<file path="src/rtl/deq_pkg.sv">
// ----------------------------------------------------------------------------
// deq_pkg
// Types, constants and ring arithmetic for the double-ended queue.
// ----------------------------------------------------------------------------
package deq_pkg;

   localparam int DEPTH      = 1024;
   localparam int DATA_WIDTH = 32;

   localparam int ADDR_W  = (DEPTH > 1) ? $clog2(DEPTH) : 1;
   localparam int COUNT_W = $clog2(DEPTH + 1);
   localparam int SUM_W   = ADDR_W + 1;
   localparam int FIELD_W = 11;
   localparam int CMP_W   = (COUNT_W > FIELD_W) ? COUNT_W : FIELD_W;

   // opcodes
   localparam logic [2:0] OP_PUSH_REAR  = 3'd0;
   localparam logic [2:0] OP_PUSH_FRONT = 3'd1;
   localparam logic [2:0] OP_POP_FRONT  = 3'd2;
   localparam logic [2:0] OP_POP_REAR   = 3'd3;
   localparam logic [2:0] OP_READ_POS   = 3'd4;
   localparam logic [2:0] OP_DROP       = 3'd5;

   // status codes
   localparam logic [1:0] ST_OK    = 2'd0;
   localparam logic [1:0] ST_EMPTY = 2'd1;
   localparam logic [1:0] ST_FULL  = 2'd2;

   typedef struct packed {
      logic [2:0]         opcode;
      logic signed [31:0] value;
      logic [10:0]        position;
      logic [10:0]        remove_count;
   } req_type;

   typedef struct packed {
      logic signed [31:0] result_value;
      logic [1:0]         status;
      logic [10:0]        fill_level;
   } rsp_type;

   // control handed from the request stage to the result stage
   typedef struct packed {
      logic        valid;
      logic        from_mem;
      logic [1:0]  status;
      logic [10:0] fill;
   } rsp_ctl_type;

   // (base + off) mod DEPTH; base < DEPTH and off <= DEPTH
   function automatic logic [ADDR_W-1:0] ring_add(input logic [ADDR_W-1:0] base,
                                                  input logic [SUM_W-1:0]  off);
      logic [SUM_W-1:0] sum;
      sum = SUM_W'(base) + off;
      if (sum >= SUM_W'(DEPTH)) begin
         sum = sum - SUM_W'(DEPTH);
      end
      return sum[ADDR_W-1:0];
   endfunction

   // input word to stored word: low DATA_WIDTH bits, zero extended
   function automatic logic [DATA_WIDTH-1:0] to_word(input logic signed [31:0] v);
      logic [63:0] t;
      t = {32'b0, v};
      return t[DATA_WIDTH-1:0];
   endfunction

   // stored word to 32-bit result, sign extended
   function automatic logic signed [31:0] from_word(input logic signed [DATA_WIDTH-1:0] w);
      logic [63:0] t;
      t = 64'(w);
      return t[31:0];
   endfunction

endpackage

</file>
<file path="src/rtl/deq_resp.sv">
// ----------------------------------------------------------------------------
// deq_resp
// Result stage: merges RAM read data with the registered status.
// ----------------------------------------------------------------------------
module deq_resp (
   input  deq_pkg::rsp_ctl_type            rsp_ctl,
   input  logic [deq_pkg::DATA_WIDTH-1:0]  mem_rd_data,
   output logic                            rsp_valid,
   output deq_pkg::rsp_type                rsp_payload
);

   always_comb begin
      rsp_valid                = rsp_ctl.valid;
      rsp_payload.status       = rsp_ctl.status;
      rsp_payload.fill_level   = rsp_ctl.fill;
      if (rsp_ctl.from_mem) begin
         rsp_payload.result_value = deq_pkg::from_word(mem_rd_data);
      end else if (rsp_ctl.status == deq_pkg::ST_OK) begin
         rsp_payload.result_value = '0;
      end else begin
         rsp_payload.result_value = '1;   // -1 on empty / not found / full
      end
   end

endmodule

</file>
<file path="config.mk">
export PLATFORM = sky130hd
export DESIGN_NAME = deq_resp
export DESIGN_NICKNAME = d
export VERILOG_FILES = /design/src/rtl/deq_pkg.sv /design/src/rtl/deq_resp.sv
export SDC_FILE = /design/constraint.sdc
export NUM_CORES = 1
export LEC_CHECK = 0
export ABC_CLOCK_PERIOD_IN_PS = 1200
export BUFFER_PORTS_ARGS = -buffer_cell sky130_fd_sc_hd__buf_2
export CORE_UTILIZATION = 28
export DETAILED_ROUTE_END_ITERATION = 7
export GPL_TIMING_DRIVEN = 1
export PLACE_DENSITY_LB_ADDON = 0.08
export REMOVE_ABC_BUFFERS = 1
export SKIP_LAST_GASP = 1
export SLEW_MARGIN = 20
export SYNTH_ARGS = -nofsm -noshare
export SYNTH_HDL_FRONTEND = slang
export SYNTH_SLANG_ARGS = --single-unit
</file>
<file path="constraint.sdc">
create_clock -name vclk -period 1.2
set_input_delay 0.06 -clock vclk [all_inputs]
set_output_delay 0.06 -clock vclk [all_outputs]
set_load 0.02 [all_outputs]
</file>
==> impl_metrics.csv <==
group,metric,value,unit
synthesis,ys_seq_area_frac,0,
critical_path,cp-start-kind,"input port",
floorplanning,io_pins,93,
floorplanning,die_x,42.8,um
detailed_routing,wl,1370,um
power,power_density,495,nW/um2
synthesis,avgSynthCellArea,5.43,um2
placed_design,globalplace.congestion,0.652,
sta,max_slew_margin,0.768,
critical_path,crit_required,1.14,ns
min_path,whs_path_depth,0,
sta,tightest_slew,0.348,ns
floorplanning,die_h,42.8,um
sta,period_share,0.817,
sta,period_minus_slack,0.980,ns
global_route,grt_first_pass_wirelength,2060,um
detailed_routing,wl_per_cell,8.94,um
critical_path,slowest_delay,0.30,ns
placed_design,place_hpwl,1070,um
detailed_routing,detail_route.vias_per_cell,4.18,
critical_path,crit_top_cell,"buf_2",
cells_and_area,register_area,0,um2
synthesis,synth_warnings,0,
clocking,cts_resized,0,
power,vdd_ir_drop_max,0.218,mV
synthesis,syn-cell-area,467,um2
critical_path,end_kind,"output port",
critical_path,critPathMaxFanout,19,
detailed_routing,first_pass_iters,2,
status,status,"finished clean",
critical_path,worst_ep_arrival_time,0.92,ns
sta,drv_slew,0,
min_path,hold_class,"in -> out",
detailed_routing,drt-initial-drc-count,3,
floorplanning,start_util,0.306,
global_route,antenna_found_initial,0,
cells_and_area,nClkBuffers,0,
cells_and_area,final_nets,186,
global_route,first_global_vias,480,
global_route,grt_start_max_net_pins,20,
critical_path,cp-endpoint,"rsp_payload[44]",
clocking,cts_setup_buffers,0,
sta,hold_viol_final,0,
floorplanning,placeableCoreArea,1520,um2
cells_and_area,drive_gt1_frac,0.547,
cells_and_area,seq_cells,0,
power,p_leak,0.485,nW
detailed_routing,vias,639,
power,total_power,0.000342,W
sta,fmax,1020,MHz
floorplanning,rows,14,
detailed_routing,drc,0,
cells_and_area,n_fill_cell,158,
detailed_routing,drtAntennaViolNets,0,
cells_and_area,syn_to_final_growth,48.3,%
synthesis,synth.distinct_cells,8,
placed_design,port-buffer-count,69,
critical_path,critPathLaunch,"rsp_ctl[13]",
critical_path,critPathSlowestCell,"buf_2",
synthesis,syn-instance-count,86,
job,maxCapViolCount,0,
global_route,overflow,0,
clocking,ctsHoldBuffers,0,
sta,tns,0,ns
sta,setup_viol,0,
critical_path,criticalPathCategory,"in -> out",
global_route,grt_usage,0.139,
sta,rsz0062_at_grt,"no",
cells_and_area,diodes,0,
floorplanning,die-area,1830,um2
critical_path,path_cells,"buf_2 -> nor3_4 -> buf_4 -> a21oi_1 -> buf_2",
power breakdown:
part	switching (W)	internal (W)	leakage [nW]
Clock	0	0	0
Combinational	0.000209	0.000134	0.485
Sequential	0	0	0
synth_stat cells, drive strengths merged:
| master | n | area [um2] |
|---|---|---|
| nor3 | 1 | 16.3 |
| clkbuf | 2 | 7.51 |
| buf | 19 | 155 |
| a21oi | 32 | 168 |
| inv | 32 | 120 |
how the worst min path moves through the flow:
stage                     from             end  slack, ns
floorplan           rsp_ctl[0]  rsp_payload[0]       0.12
global route        rsp_ctl[1]  rsp_payload[1]       0.12
finish              rsp_ctl[1]  rsp_payload[1]       0.12
CTS                 rsp_ctl[1]  rsp_payload[1]       0.12
global placement    rsp_ctl[1]  rsp_payload[1]       0.12
detailed placement  rsp_ctl[1]  rsp_payload[1]       0.12
worst max-delay path, delay by kind of cell:
| kind | cells | cell delay [ns] |
|---|---|---|
| AOI/OAI and AO/OA | 1 | 0.12 |
| and+or+nand+nor | 1 | 0.05 |
| buffers and inverters | 3 | 0.68 |
routing by layer:
metal / track usage / up-vias / share of wire
met5: 0 / - / 0
met4: 0 / 0 / 0
met3: 0.111 / 0 / 0.22
met2: 0.224 / 68 / 0.40
met1: 0.152 / 228 / 0.38
li1: - / 343 / -
cell type report:
| cell class | count | area (um2) | area share |
|---|---|---|---|
| Timing Repair Buffer | 72 | 368 | 0.532 |
| Multi-Input combinational cell | 33 | 184 | 0.266 |
| Inverter | 32 | 120 | 0.174 |
| Tap cell | 16 | 20.0 | 0.0289 |
cell usage in the layout, fill, tap and decap left out:
cell	instances
buf_2	69
a21oi_2	2
buf_4	3
a21oi_1	30
inv_1	32
nor3_4	1
kinds of logic after synthesis:
group	share of synthesized area
AO/OA/AOI/OAI	0.359
buffers and inverters	0.606
AND/OR/NAND/NOR	0.0349
stage by stage:
| step | instances | util | hold WS [ns] | setup slack, ns | area, um2 |
|---|---|---|---|---|---|
| finish | 153 | 0.454 | 0.120 | 0.220 | 692 |
| global route | 153 | 0.454 | 0.120 | 0.0951 | 692 |
| CTS | 153 | 0.454 | 0.120 | 0.217 | 692 |
| detailed placement | 153 | 0.454 | 0.120 | 0.217 | 692 |
| global placement | 153 | 0.454 | 0.120 | 0.224 | 692 |
| floorplan | 65 | - | 0.120 | 0.138 | 304 |
No activity file was read; power rests on OpenSTA's default activity.
