--- config.mk ---
export PLATFORM = sky130hd
export DESIGN_NAME = deq_ctrl
export DESIGN_NICKNAME = d
export VERILOG_FILES = /design/src/rtl/deq_pkg.sv /design/src/rtl/deq_ctrl.sv
export SDC_FILE = /design/constraint.sdc
export NUM_CORES = 1
export LEC_CHECK = 0
export BUFFER_PORTS_ARGS = -buffer_cell sky130_fd_sc_hd__clkbuf_2
export CORE_MARGIN = 8
export CORE_UTILIZATION = 35
export DETAILED_ROUTE_END_ITERATION = 10
export HOLD_SLACK_MARGIN = 0.06
export MAX_ROUTING_LAYER = met4
export PLACE_DENSITY = 0.66
export SLEW_MARGIN = 20
export SYNTH_ARGS = -nofsm -noshare
export SYNTH_HDL_FRONTEND = slang
export SYNTH_SLANG_ARGS = --single-unit
--- constraint.sdc ---
create_clock -name clock -period 7.8 [get_ports clock]
set_input_delay 1.95 -clock clock [delete_from_list [all_inputs] [get_ports clock]]
set_output_delay 1.95 -clock clock [all_outputs]
set_load 0.02 [all_outputs]
--- src/rtl/deq_pkg.sv ---
// ----------------------------------------------------------------------------
// deq_pkg
// Types, constants and ring arithmetic for the double-ended queue.
// ----------------------------------------------------------------------------
package deq_pkg;

   localparam int DEPTH      = 1024;
   localparam int DATA_WIDTH = 32;

   localparam int ADDR_W  = (DEPTH > 1) ? $clog2(DEPTH) : 1;
   localparam int COUNT_W = $clog2(DEPTH + 1);
   localparam int SUM_W   = ADDR_W + 1;
   localparam int FIELD_W = 11;
   localparam int CMP_W   = (COUNT_W > FIELD_W) ? COUNT_W : FIELD_W;

   // opcodes
   localparam logic [2:0] OP_PUSH_REAR  = 3'd0;
   localparam logic [2:0] OP_PUSH_FRONT = 3'd1;
   localparam logic [2:0] OP_POP_FRONT  = 3'd2;
   localparam logic [2:0] OP_POP_REAR   = 3'd3;
   localparam logic [2:0] OP_READ_POS   = 3'd4;
   localparam logic [2:0] OP_DROP       = 3'd5;

   // status codes
   localparam logic [1:0] ST_OK    = 2'd0;
   localparam logic [1:0] ST_EMPTY = 2'd1;
   localparam logic [1:0] ST_FULL  = 2'd2;

   typedef struct packed {
      logic [2:0]         opcode;
      logic signed [31:0] value;
      logic [10:0]        position;
      logic [10:0]        remove_count;
   } req_type;

   typedef struct packed {
      logic signed [31:0] result_value;
      logic [1:0]         status;
      logic [10:0]        fill_level;
   } rsp_type;

   // control handed from the request stage to the result stage
   typedef struct packed {
      logic        valid;
      logic        from_mem;
      logic [1:0]  status;
      logic [10:0] fill;
   } rsp_ctl_type;

   // (base + off) mod DEPTH; base < DEPTH and off <= DEPTH
   function automatic logic [ADDR_W-1:0] ring_add(input logic [ADDR_W-1:0] base,
                                                  input logic [SUM_W-1:0]  off);
      logic [SUM_W-1:0] sum;
      sum = SUM_W'(base) + off;
      if (sum >= SUM_W'(DEPTH)) begin
         sum = sum - SUM_W'(DEPTH);
      end
      return sum[ADDR_W-1:0];
   endfunction

   // input word to stored word: low DATA_WIDTH bits, zero extended
   function automatic logic [DATA_WIDTH-1:0] to_word(input logic signed [31:0] v);
      logic [63:0] t;
      t = {32'b0, v};
      return t[DATA_WIDTH-1:0];
   endfunction

   // stored word to 32-bit result, sign extended
   function automatic logic signed [31:0] from_word(input logic signed [DATA_WIDTH-1:0] w);
      logic [63:0] t;
      t = 64'(w);
      return t[31:0];
   endfunction

endpackage

--- src/rtl/deq_ctrl.sv ---
// ----------------------------------------------------------------------------
// deq_ctrl
// Front/count bookkeeping; issues at most one RAM access per accepted beat.
// ----------------------------------------------------------------------------
module deq_ctrl (
   input  logic                            clock,
   input  logic                            reset,
   input  logic                            accept,
   input  deq_pkg::req_type                req,
   output logic                            mem_wr_en,
   output logic [deq_pkg::ADDR_W-1:0]      mem_addr,
   output logic [deq_pkg::DATA_WIDTH-1:0]  mem_wr_data,
   output deq_pkg::rsp_ctl_type            rsp_ctl
);

   logic [deq_pkg::ADDR_W-1:0]  front_ff,  front_in;
   logic [deq_pkg::COUNT_W-1:0] count_ff,  count_in;
   deq_pkg::rsp_ctl_type        rsp_ctl_ff, rsp_ctl_in;

   logic [deq_pkg::CMP_W-1:0]   cnt_x, pos_x, k_x;
   logic [deq_pkg::COUNT_W-1:0] k_eff;
   logic                        full, empty, pos_ok;
   logic [deq_pkg::SUM_W-1:0]   off;

   assign cnt_x  = deq_pkg::CMP_W'(count_ff);
   assign pos_x  = deq_pkg::CMP_W'(req.position);
   assign k_x    = deq_pkg::CMP_W'(req.remove_count);
   assign full   = (count_ff == deq_pkg::COUNT_W'(deq_pkg::DEPTH));
   assign empty  = (count_ff == '0);
   assign pos_ok = (pos_x != '0) && (pos_x <= cnt_x);
   assign k_eff  = (k_x > cnt_x) ? count_ff : deq_pkg::COUNT_W'(req.remove_count);

   always_comb begin
      front_in            = front_ff;
      count_in            = count_ff;
      mem_wr_en           = 1'b0;
      off                 = '0;
      rsp_ctl_in.valid    = accept;
      rsp_ctl_in.from_mem = 1'b0;
      rsp_ctl_in.status   = deq_pkg::ST_OK;

      case (req.opcode)
         deq_pkg::OP_PUSH_REAR: begin
            off = deq_pkg::SUM_W'(count_ff);
            if (full) begin
               rsp_ctl_in.status = deq_pkg::ST_FULL;
            end else begin
               mem_wr_en = accept;
               count_in  = count_ff + 1'b1;
            end
         end
         deq_pkg::OP_PUSH_FRONT: begin
            off = deq_pkg::SUM_W'(deq_pkg::DEPTH - 1);
            if (full) begin
               rsp_ctl_in.status = deq_pkg::ST_FULL;
            end else begin
               mem_wr_en = accept;
               front_in  = deq_pkg::ring_add(front_ff, off);
               count_in  = count_ff + 1'b1;
            end
         end
         deq_pkg::OP_POP_FRONT: begin
            off = '0;
            if (empty) begin
               rsp_ctl_in.status = deq_pkg::ST_EMPTY;
            end else begin
               rsp_ctl_in.from_mem = 1'b1;
               front_in = deq_pkg::ring_add(front_ff, deq_pkg::SUM_W'(1));
               count_in = count_ff - 1'b1;
            end
         end
         deq_pkg::OP_POP_REAR: begin
            off = deq_pkg::SUM_W'(count_ff - 1'b1);
            if (empty) begin
               rsp_ctl_in.status = deq_pkg::ST_EMPTY;
            end else begin
               rsp_ctl_in.from_mem = 1'b1;
               count_in = count_ff - 1'b1;
            end
         end
         deq_pkg::OP_READ_POS: begin
            off = deq_pkg::SUM_W'(pos_x - 1'b1);
            if (pos_ok) begin
               rsp_ctl_in.from_mem = 1'b1;
            end else begin
               rsp_ctl_in.status = deq_pkg::ST_EMPTY;
            end
         end
         deq_pkg::OP_DROP: begin
            off      = deq_pkg::SUM_W'(k_eff);
            front_in = deq_pkg::ring_add(front_ff, off);
            count_in = count_ff - k_eff;
         end
         default: begin
            off = '0;
         end
      endcase

      rsp_ctl_in.fill = deq_pkg::FIELD_W'(count_in);
      if (!accept) begin
         front_in = front_ff;
         count_in = count_ff;
      end
   end

   // push front writes at the new front, every other access at front + off
   assign mem_addr    = (req.opcode == deq_pkg::OP_PUSH_FRONT) ? front_in
                                                               : deq_pkg::ring_add(front_ff, off);
   assign mem_wr_data = deq_pkg::to_word(req.value);

   always_ff @(posedge clock) begin
      if (reset) begin
         front_ff         <= '0;
         count_ff         <= '0;
         rsp_ctl_ff.valid <= 1'b0;
      end else begin
         front_ff         <= front_in;
         count_ff         <= count_in;
         rsp_ctl_ff.valid <= rsp_ctl_in.valid;
      end
      rsp_ctl_ff.from_mem <= rsp_ctl_in.from_mem;
      rsp_ctl_ff.status   <= rsp_ctl_in.status;
      rsp_ctl_ff.fill     <= rsp_ctl_in.fill;
   end

   assign rsp_ctl = rsp_ctl_ff;

endmodule

==> results by group <==
Floorplanning
  • Chip width: 140 µm
  • I/O Pins: 118
  • Core ar.: roughly 15000 µm²
  • Starting density of the core: between 30 and 40%
  • DIE AREA: ~20000 µm²
  • FP Rows: 45
  • Die Y: approximately 140 µm

Worst setup path
  • Critical Path End Type: output pin
  • Flop-to-flop setup slack: about 3000 ps
  • Slowest CP cell: a2111oi_4
  • Crit path max fanout: 4
  • R2R depth: 17
  • CP Launch Type: input pin
  • CP Data Arrival Time: 5710 ps
  • RR Endpoint: front_ff[8]$_SDFF_PP0_
  • Most common cell on crit path: buf_4
  • WS Path Type: input pin to output pin
  • RR Startpoint: cnt_x[6]$_SDFFE_PP0P_
  • Crit-path cells: buf_2 -> ha_4 -> nand4_1 -> a211oi_1 -> buf_4 -> a2111oi_4 -> nor2_4 -> buf_4 -> buf_4 -> mux2_4 -> nand2_2 -> o221ai_2 -> ha_2 -> or3_1 -> o211ai_1 -> o21a_1 -> o31a_1 -> o31ai_1 -> a211o_1 -> buf_6
  • CP max stage delay: 400 ps
  • Worst Path Required: 5850 ps

Placement
  • IO Port Bufs: 53
  • Area after DPL: 5680 µm²
  • Place WS: -110 ps
  • DP HPWL: 14.3 mm
  • GP Congestion: 0.972

Finish
  • Design area: between 6000 and 7000 µm²
  • N_diodes: 0
  • P&R area growth vs syn: 13.5%
  • Share of layout cells above drive strength 1: 19.8%
  • Layout Nets: about 880
  • Final core utilization: 40.3%

Synth
  • Synthesized area per cell: 7.35 µm²
  • Async SR Flop Fraction: 0%
  • Dominant synthesized flop cell: dfxtp_1
  • Register bit total from synthesis: 36
  • Area contributors post-synth: dfxtp_1 (13%), ha_1 (13%), a21oi_1 (5.3%), buf_4 (4.9%), nor2_1 (4.5%)
  • Syn nets: around 850
  • Most numerous cell in the Yosys netlist: nor2_1
  • YS warnings: 0
  • Unique masters post-synth: 87
  • Yosys top cell by area: dfxtp_1
  • Synth cell count leaders: nor2_1 (64), a21oi_1 (57), nand2_1 (57)
  • Number of flops mapped to enable cells by yosys: 0
  • Netlist Area Pre-Place: 5390 µm²
  • Synth top area share: 13.4%
  • Register area share after synthesis: 13.4%
  • Post-Syn Instances: about 730

Clock network
  • Clk_lat worst skew: 290 ps
  • Root buf cell: clkbuf_16
  • Hold buffers post-CTS: 0
  • CTS buffer count: 5
  • Max clock buf depth: 2
  • CTS H-tree lvls: 2
  • # clock sinks: 36
  • Clk slew on worst S/H paths: 60 ps
  • CTS tree: built

STA
  • Max Freq: 131 MHz
  • Clock Skew: ~8.8 ps
  • Final hold viol count: 0
  • Max-slew violation count: 0
  • Fin crit share: slightly below 100%
  • Min Tclk post-route: between 7000 and 8000 ps
  • Worst-Margin Slew: ~1100 ps
  • Final setup fails: 0
  • Final WS setup: 139 ps
  • Headroom to the max-slew limit: 25.6%
  • Final Hold Slack: between 600 and 700 ps

Global routing
  • Antenna violations before repair: 0
  • GRT Total Usage: 19.1%
  • Number of global-route vias before repair: 5348
  • First-pass GRT wire length: about 29 mm
  • Largest net degree at the start of global routing: 27
  • Gr ovfl total: 0

Pwr
  • Maximum vdd drop: approximately 0.08 mV
  • Leakage: 2.56 nW
  • Pwr Density: 158 nW/µm²

Run
  • Max cap viols: 0

Route
  • Vias: roughly 5700
  • Initial DRC count: 580
  • Pre-antenna DRT Iters: 5
  • Via/cell ratio: ~6
  • # DRC: 0
  • ANT nets after route: 0
  • WL final: around 19 mm
  • Avg WL per Cell: 19.7 µm

Hold path
  • Hold path endpoint: front_ff[7]$_SDFF_PP0_
  • Hold crit path type: register to register
  • Hold Path Depth: 2
  • Hold Crit Start: front_ff[7]$_SDFF_PP0_

Run status
  • Status: finished, final reports clean
-- worst max-delay path by stage --
| stage | start | slack [ps] | cells after the start | to |
|---|---|---|---|---|
| 2_1_floorplan | req[6] | 290 | 18 | mem_addr[8] |
| 3_3_place_gp | req[2] | -20 | 21 | mem_addr[8] |
| 3_5_place_dp | req[6] | -110 | 20 | mem_addr[8] |
| 4_1_cts | req[2] | 20 | 21 | mem_addr[8] |
| 5_1_grt | req[2] | -20 | 20 | mem_addr[9] |
| 6_report | req[5] | 140 | 20 | mem_addr[9] |
-- final cells by class --
class	count	area (µm²)
well taps	188	235
multi-input cells	583	4240
clock inverters	2	35.0
flip-flops and latches	36	721
fillers	1532	9040
inverters	39	146
clock buffers	6	129
repair buffers	95	602
-- report_power, final --
group          total (W)  switching, W  internal (W)  leakage [nW]
logic           0.000506      0.000302      0.000204          2.19
registers       0.000222     0.0000195      0.000202         0.297
clock network   0.000236     0.0000857      0.000151        0.0808
total           0.000964      0.000408      0.000556          2.56
-- cell families (layout without fill, tap and decap cells) --
group	count (synthesis)	after routing	share of synthesized area (%)
buffers and inverters	114	142	11.6
adder cells (fa/ha/maj)	58	58	13.9
AND/OR/NAND/NOR	250	250	24.3
multiplexers	13	13	2.46
XOR/XNOR	32	32	5.20
AO/OA/AOI/OAI	230	230	29.1
flip-flops	36	36	13.4
-- cell usage in the layout, fill, tap and decap left out, types with 11 or more instances in the layout --
cell type	synthesis	layout
buf_4	35	42
o21a_1	13	13
xnor2_1	23	23
nand4_1	13	13
a211oi_1	12	11
a21oi_1	57	54
nor3_1	24	24
clkbuf_2	2	50
nor2b_1	11	11
dfxtp_1	36	36
inv_1	39	39
nor2_1	64	64
o21ai_0	47	45
nand3_1	26	26
ha_1	55	44
nand2_1	57	56
-- metrics by stage --
| stage | cells | setup TNS (ps) | power, W |
|---|---|---|---|
| 6_report | 949 | 0 | 0.000964 |
| 5_1_grt | 949 | -18.9 | 0.00103 |
| 4_1_cts | 943 | 0 | 0.000934 |
| 3_5_place_dp | 935 | -114 | 0.000693 |
| 3_3_place_gp | 935 | -23.9 | 0.000690 |
| 2_1_floorplan | 733 | 0 | 0.000576 |
-- state kept, by name (all words and copies together) (netlist names) --
| register | flops |
|---|---|
| front_ff | 10 |
| cnt_x | 11 |
| rsp_ctl | 15 |
-- routing by layer --
| layer | wire length (µm) | vias to the layer above | GRT usage [%] |
|---|---|---|---|
| met5 | 0 | - | - |
| met4 | 436 | 0 | 6.11 |
| met3 | 1600 | 39 | 4.01 |
| met2 | 8450 | 257 | 29.2 |
| met1 | 8170 | 2681 | 24.6 |
| li1 | - | 2733 | - |
-- critical path, delay by kind of cell --
kind / cells / cell delay (ps)
AOI/OAI and AO/OA: 8 / 1610
muxes: 1 / 340
buffers and inverters: 5 / 740
adders and majority gates: 2 / 450
and+or+nand+nor: 4 / 620
-- repair_timing --
item,in CTS,in global routing
buffers inserted,0,6
pin swaps,1,18
setup endpoints to repair,2,5
resized for setup,2,34
Power figures use the tool's default switching activity.
